`src/hw/rtl/dlmv_pkg.sv`:
```
package dlmv_pkg;

    // Array sizes and number format
    localparam int MAX_INPUTS  = 64;
    localparam int MAX_OUTPUTS = 64;
    localparam int N_CELLS     = MAX_OUTPUTS;
    localparam int FRAC_BITS   = 12;
    localparam int DATA_W      = 16;
    localparam int LEN_W       = 7;
    localparam int COL_W       = $clog2(MAX_INPUTS);
    localparam int ROW_W       = $clog2(MAX_OUTPUTS);
    localparam int CNT_W       = ROW_W + 1;
    localparam int PROD_W      = 2 * DATA_W;
    localparam int ACC_W       = PROD_W + COL_W + 1;
    localparam int SH_W        = ACC_W - FRAC_BITS;

    // Saturation rails of the shifted sum
    localparam logic signed [SH_W-1:0] SH_MAX = SH_W'(32767);
    localparam logic signed [SH_W-1:0] SH_MIN = SH_W'(-32768);
    localparam logic [DATA_W-1:0] OUT_MAX = 16'h7fff;
    localparam logic [DATA_W-1:0] OUT_MIN = 16'h8000;

    typedef enum logic [1:0] {
        OP_WEIGHT = 2'd0,
        OP_BIAS   = 2'd1,
        OP_INPUT  = 2'd2
    } op_t;

    typedef enum logic {
        REG_INPUT_LENGTH  = 1'b0,
        REG_OUTPUT_LENGTH = 1'b1
    } cfg_reg_t;

    typedef enum logic [2:0] {
        S_IDLE,
        S_FEED,
        S_DRAIN,
        S_FINAL,
        S_UNLOAD
    } state_t;

    // Table write broadcast to every cell
    typedef struct packed {
        logic              wt_we;
        logic              bias_we;
        logic [ROW_W-1:0]  row;
        logic [COL_W-1:0]  col;
        logic [DATA_W-1:0] value;
    } wr_t;

    // Input element travelling down the chain
    typedef struct packed {
        logic              vld;
        logic [COL_W-1:0]  col;
        logic [DATA_W-1:0] x;
    } beat_t;

    // Per-cycle commands common to all cells
    typedef struct packed {
        logic finalize;
        logic shift;
    } cell_ctl_t;

    // Finished row result, shifted toward cell 0 for unloading
    typedef struct packed {
        logic              sat;
        logic [DATA_W-1:0] value;
    } res_t;

endpackage

```
`src/hw/rtl/dlmv_cell.sv`:
```
module dlmv_cell (
    input  logic                    clk,
    input  logic                    rst_n,
    input  logic [dlmv_pkg::ROW_W-1:0] row_id,
    input  dlmv_pkg::wr_t           wr,
    input  dlmv_pkg::cell_ctl_t     ctl,
    input  dlmv_pkg::beat_t         beat_i,
    output dlmv_pkg::beat_t         beat_o,
    input  dlmv_pkg::res_t          res_i,
    output dlmv_pkg::res_t          res_o
);
    import dlmv_pkg::*;

    logic [DATA_W-1:0]        wmem [MAX_INPUTS];
    logic [DATA_W-1:0]        bias_reg;
    logic [DATA_W-1:0]        w_reg;
    logic [DATA_W-1:0]        x_a_reg;
    logic                     vld_a_reg;
    logic                     first_a_reg;
    logic signed [PROD_W-1:0] prod_reg;
    logic                     vld_b_reg;
    logic                     first_b_reg;
    logic signed [ACC_W-1:0]  acc_reg;
    beat_t                    beat_reg;
    res_t                     res_reg;
    logic signed [ACC_W-1:0]  bias_ext;
    logic signed [ACC_W-1:0]  total;
    logic signed [SH_W-1:0]   shifted;
    logic                     sat_hi;
    logic                     sat_lo;
    res_t                     res_next;

    // Row weights: write on a matching load, read at the passing column
    always_ff @(posedge clk)
    begin
        if (wr.wt_we && (wr.row == row_id))
        begin
            wmem[wr.col] <= wr.value;
        end
        w_reg   <= wmem[beat_i.col];
        x_a_reg <= beat_i.x;
    end

    // Hold this row's bias
    always_ff @(posedge clk)
    begin
        if (wr.bias_we && (wr.row == row_id))
        begin
            bias_reg <= wr.value;
        end
    end

    // Pass the element on and track beat validity through the MAC
    always_ff @(posedge clk or negedge rst_n)
    begin
        if (!rst_n)
        begin
            beat_reg    <= '0;
            vld_a_reg   <= 1'b0;
            first_a_reg <= 1'b0;
            vld_b_reg   <= 1'b0;
            first_b_reg <= 1'b0;
        end
        else
        begin
            beat_reg    <= beat_i;
            vld_a_reg   <= beat_i.vld;
            first_a_reg <= (beat_i.col == '0);
            vld_b_reg   <= vld_a_reg;
            first_b_reg <= first_a_reg;
        end
    end

    // Multiply, then accumulate; column zero restarts the sum
    always_ff @(posedge clk)
    begin
        prod_reg <= $signed(w_reg) * $signed(x_a_reg);
        if (vld_b_reg)
        begin
            if (first_b_reg)
            begin
                acc_reg <= ACC_W'(prod_reg);
            end
            else
            begin
                acc_reg <= acc_reg + ACC_W'(prod_reg);
            end
        end
    end

    // Add scaled bias, floor shift, saturate
    always_comb
    begin
        bias_ext = ACC_W'($signed(bias_reg)) <<< FRAC_BITS;
        total    = acc_reg + bias_ext;
        shifted  = $signed(total[ACC_W-1:FRAC_BITS]);
        sat_hi   = (shifted > SH_MAX);
        sat_lo   = (shifted < SH_MIN);
        res_next.sat = sat_hi || sat_lo;
        if (sat_hi)
        begin
            res_next.value = OUT_MAX;
        end
        else if (sat_lo)
        begin
            res_next.value = OUT_MIN;
        end
        else
        begin
            res_next.value = shifted[DATA_W-1:0];
        end
    end

    // Capture the result, or take the neighbor's during unload
    always_ff @(posedge clk)
    begin
        if (ctl.finalize)
        begin
            res_reg <= res_next;
        end
        else if (ctl.shift)
        begin
            res_reg <= res_i;
        end
    end

    assign beat_o = beat_reg;
    assign res_o  = res_reg;

endmodule

```
`config.mk`:
```
export PLATFORM = sky130hd
export DESIGN_NAME = dlmv_cell
export DESIGN_NICKNAME = d
export VERILOG_FILES = /design/src/hw/rtl/dlmv_pkg.sv /design/src/hw/rtl/dlmv_cell.sv
export SDC_FILE = /design/constraint.sdc
export NUM_CORES = 2
export LEC_CHECK = 0
export BUFFER_PORTS_ARGS = -buffer_cell sky130_fd_sc_hd__buf_2
export CORE_MARGIN = 5
export CORE_UTILIZATION = 25
export DETAILED_ROUTE_END_ITERATION = 6
export GPL_TIMING_DRIVEN = 0
export MAX_ROUTING_LAYER = met4
export SYNTH_ARGS = -nofsm -noshare
export SYNTH_HDL_FRONTEND = slang
export SYNTH_SLANG_ARGS = --single-unit
```
`constraint.sdc`:
```
create_clock -name clk -period 8.3 [get_ports clk]
set_input_delay 0.415 -clock clk [delete_from_list [all_inputs] [get_ports clk]]
set_output_delay 0.415 -clock clk [all_outputs]
set_load 0.05 [all_outputs]
```
==> metrics.md <==
| Metric | Value |
|---|---|
| Status | completed |
| Clock Skew | 0.0553 ns |
| Wire per inst | 21.2 um |
| Slew HR | 0.0458 |
| Crit path max fanout | 10 |
| Crit path DAT | 8.02 ns |
| Area Overhead vs Synth | 17.2% |
| Clock root buffer | clkbuf_16 |
| Register Area | around 35,000 um^2 |
| Pre-CTS setup slack | 1.02 ns |
| Slew @ Worst Pin | 1.43 ns |
| GRT Residual Overflow | 0 |
| CP Class | reg2reg |
| Post-Synthesis Cells | 3,386 |
| Reg2Reg Setup Slack | slightly below 0.9 ns |
| Cell Area, Synth | roughly 57,000 um^2 |
| Total track usage | 0.124 |
| Dpl cells | approximately 6,600 |
| IO buf count | 115 |
| Clk_lat worst skew | between 0.7 and 0.8 ns |
| Reg-to-Reg End | prod_reg[31]$_DFF_P_ |
| Mapped Nets | 3,876 |
| Largest net degree at the start of global routing | 66 |
| Critical Path Start Type | flip-flop |
| EDFF count, synth | 1,096 |
| Remaining DRCs | 0 |
| Antenna violations before repair | 17 |
| Register area share after synthesis | 0.612 |
| CTS H-tree lvls | 3 |
| Clk slew on worst S/H paths | 0.06 ns |
| Post-Syn Area per Cell | 16.8 um^2 |
| # fillers | 22,300 |
| Synth Flop Type | edfxtp_1 |
| Setup violations, final | 0 |
| Final Slew Violations | 0 |
| RR Startpoint | w_reg[10]$_DFF_P_ |
| Most frequent cells in the layout | edfxtp_1, mux4_2, inv_1 |
| Share of cells above drive strength 1 | 0.208 |
| Worst hold endpoint | res_o[1]$_DFFE_PP_ |
| Fin nets | about 4,200 |
| Max reg flops | 1,024 |
| Hpwl dp | roughly 100,000 um |
| Vias in the first global route | 31,600 |
| Hold depth | 3 |
| Number of buffers created by CTS | 116 |
| Synth Warn # | 0 |
| Initial DRC count | 2,678 |
| HP Class | in2reg |
| Starting Density | 0.251 |
| Final Hold Fails | 0 |
| Clk sinks | approximately 1,200 |
| CP endpoint kind | flip-flop |
| Die Footprint | 237,000 um^2 |
| Final wirelength | 145,000 um |
| Routability cong. | 0.884 |
| Unique masters post-synth | 75 |
| Commonest non-fill, non-tap cell in the layout | edfxtp_1 |
| Worst-case reg-to-reg path depth | 21 |
| First-pass GRT wire length | 213,000 um |
| CTS tree | yes |
| Post_cts resized | 0 |
| DRT Pass-1 Iters | 5 |
| Vias/cell | 4.51 |
| RSZ-0062 raised after global routing | false |
| Die Height | 487 um |
| Post-DRT Antenna Nets | 0 |
| Core Area | 227,000 um^2 |
| CP required | 8.91 ns |
| Post-CTS setup repair buffer count | 0 |
| Final min period | 7.41 ns |
| Asr flop ratio synth | 0.0219 |
| Synth Register Bits | between 1,000 and 1,500 |
| Setup ws final | 0.891 ns |
| Non-Filler Instances | approximately 6,800 |
| Post-CTS Hold Buffers | 28 |
| Multi-input combinational cell area | about 21,000 um^2 |
| I/O pin count | 120 |
| Placement Rows | roughly 180 |
| Total of max-cap violations | 0 |
| Die W | 487 um |
| Max Clock Freq | approximately 130 MHz |
| Min-delay src | res_i[1] |
| Routed via count | 30,800 |
| Final worst path period share | 0.893 |
| CTS Buffer Depth | 3 |
| Fin Setup TNS | 0 ns |
[area by class of cell]
cell class / count / area share
sequential: 1186 / 0.522
multi-input combinational: 1754 / 0.309
tap: 3009 / 0.0564
clock buffer: 136 / 0.0446
timing repair buffer: 209 / 0.0282
inverter: 315 / 0.0177
clock inverter: 81 / 0.0148
buffer: 131 / 0.00755
antenna: 4 / 0.000150
[critical path, cell delays in order (launching register included)]
cell	delay, ns
dfxtp_1	0.61
clkbuf_1	0.56
nand2_1	0.17
fa_1	0.55
fa_1	0.59
fa_1	0.45
fa_1	0.55
inv_1	0.05
fa_1	0.51
inv_1	0.06
fa_1	0.55
inv_1	0.07
ha_1	0.21
a2111oi_0	0.34
o21ai_0	0.30
a32oi_1	0.33
a21oi_1	0.17
o21a_1	0.23
or4_1	0.43
a31o_2	0.25
a21oi_1	0.17
xnor2_1	0.13
[Yosys cell counts, drive strengths merged, types with 3 or more instances]
library cell  instances  area, um^2
dfrtp                26         651
o21a                 19         143
o21ai                66         330
o211ai                6        45.0
xor2                 30         263
clkbuf               92         345
mux4                336        7570
nor2                134         503
nand4                10        62.6
edfxtp             1096       32900
a31oi                 6        37.5
o311ai                5        43.8
or4                   4        37.5
xnor2                62         543
or2                   6        37.5
nor3                 19        95.1
fa                  264        5290
and2                129         807
o31ai                 7        52.6
a21oi               103         564
nand3                26         130
o21bai               16         120
nor2b                11        68.8
nor4                  6        37.5
a21boi                6        45.0
o31a                  3        26.3
a21o                 28         210
buf                  39         159
nand2b               18         113
nand2               217         837
inv                 315        1180
a31o                  4        35.0
or3                   6        42.5
a211oi                7        52.6
ha                  146        1830
dfxtp                64        1280
nand3b                5        37.5
and4                  4        35.0
and3                 12        75.1
[metal layers]
| metal | GRT usage | share of wire | routed length [um] | vias to the layer above |
|---|---|---|---|---|
| met2 | 0.199 | 0.48 | 70000 | 970 |
| met1 | 0.165 | 0.43 | 61700 | 16300 |
| li1 | - | - | - | 13300 |
| met3 | 0.0224 | 0.067 | 9760 | 170 |
| met4 | 0.0275 | 0.022 | 3200 | 0 |
| met5 | - | 0 | 0 | - |
[logic make-up after synthesis]
group,after synthesis,share of synthesized area
flops,1186,0.612
compound gates,297,0.0336
simple gates,615,0.0525
mux,340,0.134
buf+inv,446,0.0296
xor+xnor,92,0.0141
fa+ha+maj,410,0.125
[how the worst max path moves through the flow]
stage / start / endpoint / slack [ns] / depth (start not counted)
finish: w_reg[10]$_DFF_P_ / prod_reg[31]$_DFF_P_ / 0.89 / 21
global route: w_reg[10]$_DFF_P_ / prod_reg[31]$_DFF_P_ / 0.60 / 21
CTS: x_a_reg[6]$_DFF_P_ / prod_reg[31]$_DFF_P_ / 0.94 / 23
detailed placement: w_reg[10]$_DFF_P_ / prod_reg[31]$_DFF_P_ / 1.02 / 21
global placement: w_reg[10]$_DFF_P_ / prod_reg[31]$_DFF_P_ / 1.0 / 21
floorplan: x_a_reg[1]$_DFF_P_ / prod_reg[31]$_DFF_P_ / 2.20 / 22
[per-stage QoR]
| step | util | cell area (um^2) | hold slack [ns] |
|---|---|---|---|
| 2_1_floorplan | - | 57000 | 0.119 |
| 3_3_place_gp | 0.270 | 61300 | 0.342 |
| 3_5_place_dp | 0.275 | 62400 | 0.342 |
| 4_1_cts | 0.294 | 66700 | 0.0000682 |
| 5_1_grt | 0.294 | 66800 | 0.0422 |
| 6_report | 0.294 | 66800 | 0.0640 |
Power is not shown: default switching activity piles up to over one toggle a cycle in this logic, so the estimate is an artifact.
