### src/hw/rtl/dlmv_pkg.sv
package dlmv_pkg;

    // Array sizes and number format
    localparam int MAX_INPUTS  = 64;
    localparam int MAX_OUTPUTS = 64;
    localparam int N_CELLS     = MAX_OUTPUTS;
    localparam int FRAC_BITS   = 12;
    localparam int DATA_W      = 16;
    localparam int LEN_W       = 7;
    localparam int COL_W       = $clog2(MAX_INPUTS);
    localparam int ROW_W       = $clog2(MAX_OUTPUTS);
    localparam int CNT_W       = ROW_W + 1;
    localparam int PROD_W      = 2 * DATA_W;
    localparam int ACC_W       = PROD_W + COL_W + 1;
    localparam int SH_W        = ACC_W - FRAC_BITS;

    // Saturation rails of the shifted sum
    localparam logic signed [SH_W-1:0] SH_MAX = SH_W'(32767);
    localparam logic signed [SH_W-1:0] SH_MIN = SH_W'(-32768);
    localparam logic [DATA_W-1:0] OUT_MAX = 16'h7fff;
    localparam logic [DATA_W-1:0] OUT_MIN = 16'h8000;

    typedef enum logic [1:0] {
        OP_WEIGHT = 2'd0,
        OP_BIAS   = 2'd1,
        OP_INPUT  = 2'd2
    } op_t;

    typedef enum logic {
        REG_INPUT_LENGTH  = 1'b0,
        REG_OUTPUT_LENGTH = 1'b1
    } cfg_reg_t;

    typedef enum logic [2:0] {
        S_IDLE,
        S_FEED,
        S_DRAIN,
        S_FINAL,
        S_UNLOAD
    } state_t;

    // Table write broadcast to every cell
    typedef struct packed {
        logic              wt_we;
        logic              bias_we;
        logic [ROW_W-1:0]  row;
        logic [COL_W-1:0]  col;
        logic [DATA_W-1:0] value;
    } wr_t;

    // Input element travelling down the chain
    typedef struct packed {
        logic              vld;
        logic [COL_W-1:0]  col;
        logic [DATA_W-1:0] x;
    } beat_t;

    // Per-cycle commands common to all cells
    typedef struct packed {
        logic finalize;
        logic shift;
    } cell_ctl_t;

    // Finished row result, shifted toward cell 0 for unloading
    typedef struct packed {
        logic              sat;
        logic [DATA_W-1:0] value;
    } res_t;

endpackage

### src/hw/rtl/dlmv_ctrl.sv
module dlmv_ctrl (
    input  logic                        clk,
    input  logic                        rst_n,
    input  logic                        cfg_we,
    input  logic                        cfg_index,
    input  logic [dlmv_pkg::LEN_W-1:0]  cfg_data,
    input  logic                        in_valid,
    output logic                        in_stall,
    input  logic [1:0]                  opcode,
    input  logic [dlmv_pkg::ROW_W-1:0]  row_index,
    input  logic [dlmv_pkg::COL_W-1:0]  col_index,
    input  logic [dlmv_pkg::DATA_W-1:0] value,
    input  logic                        last_element,
    output logic                        out_valid,
    input  logic                        out_stall,
    output logic [dlmv_pkg::ROW_W-1:0]  out_index,
    output logic                        last_of_run,
    output dlmv_pkg::wr_t               wr,
    output dlmv_pkg::beat_t             beat_o,
    output dlmv_pkg::cell_ctl_t         ctl
);
    import dlmv_pkg::*;

    logic [DATA_W-1:0] xbuf [MAX_INPUTS];
    logic [LEN_W-1:0]  in_len_reg;
    logic [LEN_W-1:0]  out_len_reg;
    logic [COL_W-1:0]  nin_m1;
    logic [ROW_W-1:0]  nout_m1;
    state_t            state_reg;
    state_t            state_next;
    logic [CNT_W-1:0]  cnt_reg;
    logic [CNT_W-1:0]  cnt_next;
    logic              in_acc;
    logic              start;
    logic              feeding;
    logic              x_vld_reg;
    logic [COL_W-1:0]  x_col_reg;
    logic [DATA_W-1:0] x_rd_reg;

    // Length registers
    always_ff @(posedge clk or negedge rst_n)
    begin
        if (!rst_n)
        begin
            in_len_reg  <= LEN_W'(MAX_INPUTS);
            out_len_reg <= LEN_W'(MAX_OUTPUTS);
        end
        else if (cfg_we)
        begin
            case (cfg_index)
                REG_INPUT_LENGTH:  in_len_reg  <= cfg_data;
                REG_OUTPUT_LENGTH: out_len_reg <= cfg_data;
                default:           ;
            endcase
        end
    end

    // Clamp lengths and take the last index used
    always_comb
    begin
        if (in_len_reg == '0)
        begin
            nin_m1 = '0;
        end
        else if (in_len_reg > LEN_W'(MAX_INPUTS))
        begin
            nin_m1 = COL_W'(MAX_INPUTS - 1);
        end
        else
        begin
            nin_m1 = COL_W'(in_len_reg - LEN_W'(1));
        end

        if (out_len_reg == '0)
        begin
            nout_m1 = '0;
        end
        else if (out_len_reg > LEN_W'(MAX_OUTPUTS))
        begin
            nout_m1 = ROW_W'(MAX_OUTPUTS - 1);
        end
        else
        begin
            nout_m1 = ROW_W'(out_len_reg - LEN_W'(1));
        end
    end

    assign in_stall = (state_reg != S_IDLE);
    assign in_acc   = in_valid && !in_stall;

    // Decode the accepted transaction
    always_comb
    begin
        wr.wt_we   = 1'b0;
        wr.bias_we = 1'b0;
        wr.row     = row_index;
        wr.col     = col_index;
        wr.value   = value;
        start      = 1'b0;
        case (opcode)
            OP_WEIGHT: wr.wt_we   = in_acc;
            OP_BIAS:   wr.bias_we = in_acc;
            OP_INPUT:  start      = in_acc && last_element;
            default:   ;
        endcase
    end

    // Input vector buffer
    always_ff @(posedge clk)
    begin
        if (in_acc && (opcode == OP_INPUT))
        begin
            xbuf[col_index] <= value;
        end
        x_rd_reg <= xbuf[cnt_reg[COL_W-1:0]];
    end

    // Tag of the element read this cycle
    always_ff @(posedge clk or negedge rst_n)
    begin
        if (!rst_n)
        begin
            x_vld_reg <= 1'b0;
            x_col_reg <= '0;
        end
        else
        begin
            x_vld_reg <= feeding;
            x_col_reg <= cnt_reg[COL_W-1:0];
        end
    end

    assign beat_o.vld = x_vld_reg;
    assign beat_o.col = x_col_reg;
    assign beat_o.x   = x_rd_reg;

    // Sequencer state
    always_ff @(posedge clk or negedge rst_n)
    begin
        if (!rst_n)
        begin
            state_reg <= S_IDLE;
            cnt_reg   <= '0;
        end
        else
        begin
            state_reg <= state_next;
            cnt_reg   <= cnt_next;
        end
    end

    // Feed columns, drain the chain, finalize, unload rows
    always_comb
    begin
        state_next   = state_reg;
        cnt_next     = cnt_reg;
        feeding      = 1'b0;
        ctl.finalize = 1'b0;
        ctl.shift    = 1'b0;
        out_valid    = 1'b0;
        case (state_reg)
            S_IDLE:
            begin
                cnt_next = '0;
                if (start)
                begin
                    state_next = S_FEED;
                end
            end
            S_FEED:
            begin
                feeding = 1'b1;
                if (cnt_reg[COL_W-1:0] == nin_m1)
                begin
                    cnt_next   = '0;
                    state_next = S_DRAIN;
                end
                else
                begin
                    cnt_next = cnt_reg + CNT_W'(1);
                end
            end
            S_DRAIN:
            begin
                if (cnt_reg == CNT_W'(nout_m1) + CNT_W'(2))
                begin
                    cnt_next   = '0;
                    state_next = S_FINAL;
                end
                else
                begin
                    cnt_next = cnt_reg + CNT_W'(1);
                end
            end
            S_FINAL:
            begin
                ctl.finalize = 1'b1;
                cnt_next     = '0;
                state_next   = S_UNLOAD;
            end
            S_UNLOAD:
            begin
                out_valid = 1'b1;
                if (!out_stall)
                begin
                    ctl.shift = 1'b1;
                    if (cnt_reg[ROW_W-1:0] == nout_m1)
                    begin
                        cnt_next   = '0;
                        state_next = S_IDLE;
                    end
                    else
                    begin
                        cnt_next = cnt_reg + CNT_W'(1);
                    end
                end
            end
            default:
            begin
                state_next = S_IDLE;
                cnt_next   = '0;
            end
        endcase
    end

    assign out_index   = cnt_reg[ROW_W-1:0];
    assign last_of_run = (cnt_reg[ROW_W-1:0] == nout_m1);

endmodule

### config.mk
export PLATFORM = sky130hd
export DESIGN_NAME = dlmv_ctrl
export DESIGN_NICKNAME = d
export VERILOG_FILES = /design/src/hw/rtl/dlmv_pkg.sv /design/src/hw/rtl/dlmv_ctrl.sv
export SDC_FILE = /design/constraint.sdc
export NUM_CORES = 1
export LEC_CHECK = 0
export BUFFER_PORTS_ARGS = -buffer_cell sky130_fd_sc_hd__buf_4
export CAP_MARGIN = 20
export CORE_MARGIN = 2
export CORE_UTILIZATION = 30
export CTS_CLUSTER_DIAMETER = 120
export CTS_CLUSTER_SIZE = 20
export DETAILED_ROUTE_END_ITERATION = 10
export HOLD_SLACK_MARGIN = 0.12
export PLACE_DENSITY_LB_ADDON = 0.25
export RECOVER_POWER = 25
export SYNTH_ARGS = -nofsm -noshare
export SYNTH_HDL_FRONTEND = slang
export SYNTH_SLANG_ARGS = --single-unit
### constraint.sdc
create_clock -name clk -period 8.09 [get_ports clk]
set_input_delay 1.618 -clock clk [delete_from_list [all_inputs] [get_ports clk]]
set_output_delay 1.618 -clock clk [all_outputs]
set_load 0.02 [all_outputs]
==> flow_metrics.env <==
export IMPL_layout_commonest_cell="edfxtp_1"
export IMPL_critical_path_arrival_ns=4.87
export IMPL_ys_flop_type="edfxtp_1"
export IMPL_portBuffers=95
export IMPL_initial_core_util_pct=30.15
export IMPL_setup_tns_ns=0
export IMPL_fmax_ghz=0.1542
export IMPL_hold_path_startpoint="state_reg[2]$_DFFE_PN0P_"
export IMPL_syn_cell_area_um2=41910
export IMPL_rsz0062_at_grt="no"
export IMPL_synthTopCellsByArea="edfxtp_1 73%, mux4_2 18%, dfrtp_1 1.7%"
export IMPL_peakVddDrop_mv=0.1787
export IMPL_cp_max_fo=65
export IMPL_syn_nets=1895
export IMPL_r2r_start="cnt_reg[0]$_DFFE_PN0P_"
export IMPL_num_vias=19100
export IMPL_yosys_area_top_type="edfxtp_1"
export IMPL_wl_per_cell_um=28.92
export IMPL_stdcell_area_um2=46360
export IMPL_routed_wl_mm=110.4
export IMPL_grtUsageTotal_pct=15.31
export IMPL_rows=137
export IMPL_grt_max_degree=101
export IMPL_area_growth_pct=10.62
export IMPL_hold_violations=0
export IMPL_power_leakage_nw=13.70
export IMPL_drv_cap=13
export IMPL_io_pins=108
export IMPL_placed_area_um2=44750
export IMPL_via_per_inst=5.003
export IMPL_insertion_delay_ns=0.66
export IMPL_worst_pin_slew_ns=3.963
export IMPL_yosysUniqueCellTypes=71
export IMPL_gp_congestion=0.8116
export IMPL_crit_start="value[7]"
export IMPL_ctsResizeCount=0
export IMPL_place_hpwl_mm=68.84
export IMPL_ys_ff_latch=1071
export IMPL_drt_pass1_iter_count=5
export IMPL_grt_pass1_wl_mm=153.2
export IMPL_skew_ns=0.01805
export IMPL_overflow=0
export IMPL_largest_reg_flops=1024
export IMPL_hp_class="flip-flop to flip-flop"
export IMPL_final_layout_size_suffix_gt1_share_pct=30.70
export IMPL_critPathSlowestCell="clkbuf_1"
export IMPL_clk_pin_slew_ns=0.09
export IMPL_worst_path_buf_inv=2
export IMPL_end_kind="output pin"
export IMPL_combPwrFrac_pct=30.5
export IMPL_avgSynthCellArea_um2=22.70
export IMPL_power_density_nw_per_um2=293.0
export IMPL_min_period_ns=6.487
export IMPL_setup_viol=0
export IMPL_synth_edf_count=1024
export IMPL_first_global_vias=19201
export IMPL_die_area_um2=142700
export IMPL_criticalPathCategory="input port to output pin"
export IMPL_startpoint_type="input port"
export IMPL_p_seq_share_pct=46.6
export IMPL_slew_headroom_pct=-164.2
export IMPL_netlist_instances=1846
export IMPL_synth_top_area_share_pct=73.37
export IMPL_crit_family="buffers and inverters"
export IMPL_die_h_um=377.8
export IMPL_antenna_left=0
export IMPL_die_x_um=377.8
export IMPL_yosys_warnings=0
export IMPL_crit_path_cell_trace="clkbuf_1 -> buf_4"
export IMPL_switchingPower_mw=4.183
export IMPL_drt_iter0_drc=2158
export IMPL_cp_required_ns=6.47
export IMPL_coreArea_um2=139000
export IMPL_cts_buffers=59
export IMPL_fillers=12934
export IMPL_postCtsSetupBuffers=0
export IMPL_post_route_period_util_pct=80.18
export IMPL_slew_viol_final=601
export IMPL_cts_root_buf="clkbuf_16"
export IMPL_antenna_found_initial=17
export IMPL_cts_sinks=1071
export IMPL_clkPwrFrac_pct=23.0
export IMPL_cts_hold_buffers=0
export IMPL_slowest_delay_ns=2.72
export IMPL_mostFrequentLayoutCells="1,024 x edfxtp_1, 336 x mux4_2, 98 x buf_4"
export IMPL_intPower_mw=9.402
export IMPL_drc=0
export IMPL_htreeDepth=2
export IMPL_nets=1948
export IMPL_cts_tree="yes"
export IMPL_async_reset_ff_share_pct=2.894
export IMPL_violations="capacitance limit, slew limit"
export IMPL_status="complete, but fails checks"
export IMPL_yosysSeqAreaShare_pct=76.00
export IMPL_switching_share_pct=30.79
export IMPL_cts_buffer_depth=3
-- layout make-up --
class,count,area [um2],area share [%]
diodes,4,10.01,0.02159
clock buffers,97,1640,3.538
clock inverters,3,33.78,0.07287
inverters,15,56.30,0.1215
multi-input cells,631,9524,20.54
flip-flops and latches,1071,31860,68.71
well taps,1876,2347,5.063
repair buffers,121,892.1,1.924
-- kinds of logic (layout without fill, tap and decap cells) --
logic type / after synthesis / after routing / synth area share (%)
xor+xnor: 17 / 17 / 0.3881
flops: 1071 / 1071 / 76.00
simple gates: 190 / 190 / 2.224
compound gates: 67 / 67 / 1.108
fa+ha+maj: 7 / 7 / 0.1971
other cells: 0 / 4 / 0
mux: 350 / 350 / 18.43
buf+inv: 144 / 236 / 1.660
-- power by group through the flow --
| stage | combinational [mW] | sequential [mW] | clock [mW] |
|---|---|---|---|
| floorplan | 2.60 | 6.38 | 0 |
| global placement | 4.19 | 6.45 | 0 |
| detailed placement | 4.21 | 6.45 | 0 |
| CTS | 4.22 | 6.33 | 3.20 |
| global route | 4.33 | 6.35 | 3.37 |
| finish | 4.14 | 6.33 | 3.12 |
-- per-stage QoR --
step	std cells	hold slack (ns)	power [mW]	setup WS, ns	util [%]
after floorplan	1846	0.4050	8.986	4.058	-
after global placement	3711	0.4880	10.65	3.018	32.16
after detailed placement	3714	0.5214	10.66	3.005	32.19
after CTS	3814	0.5329	13.75	2.916	33.39
after global routing	3814	0.5700	14.06	1.349	33.34
final	3818	0.5321	13.59	1.603	33.35
-- Yosys cell counts, types with 3 or more instances --
| master | n |
|---|---|
| nand3_1 | 10 |
| nor3b_1 | 5 |
| and2_1 | 3 |
| nor2_1 | 89 |
| nand2_1 | 35 |
| a31oi_1 | 4 |
| xnor2_1 | 9 |
| o311ai_0 | 3 |
| nor3_1 | 7 |
| inv_1 | 14 |
| or4_1 | 3 |
| a21oi_1 | 14 |
| nand3b_1 | 3 |
| mux4_2 | 336 |
| ha_1 | 5 |
| buf_4 | 35 |
| nor4bb_1 | 3 |
| a211o_1 | 3 |
| clkbuf_1 | 51 |
| o31ai_1 | 4 |
| o21ai_0 | 14 |
| buf_2 | 7 |
| dfrtp_1 | 29 |
| dfxtp_1 | 16 |
| mux2_2 | 12 |
| xor2_1 | 7 |
| edfxtp_1 | 1024 |
| nor2b_1 | 7 |
| nand2b_1 | 4 |
| buf_1 | 34 |
| or3_1 | 4 |
-- metal layers --
metal | vias to the layer above | wire (um) | track usage, %
met2 | 566 | 53390 | 24.96
li1 | 7843 | - | -
met3 | 72 | 6181 | 2.049
met1 | 10619 | 49510 | 22.26
met4 | 0 | 1341 | 2.362
met5 | - | 0 | 0
-- final timing paths --
kind | end | slack [ns] | cells after the start
min in group asynchronous | cnt_reg[6]$_DFFE_PN0P_ | 1.41 | 1
max in group asynchronous | cnt_reg[2]$_DFFE_PN0P_ | 5.44 | 1
worst max-delay path | wr[7] | 1.60 | 2
worst min register to register | state_reg[1]$_DFFE_PN0P_ | 0.53 | 1
worst max register to register | x_rd_reg[1]$_DFF_P_ | 3.52 | 4
worst min-delay path | state_reg[1]$_DFFE_PN0P_ | 0.53 | 1
Power figures use the tool's default switching activity.
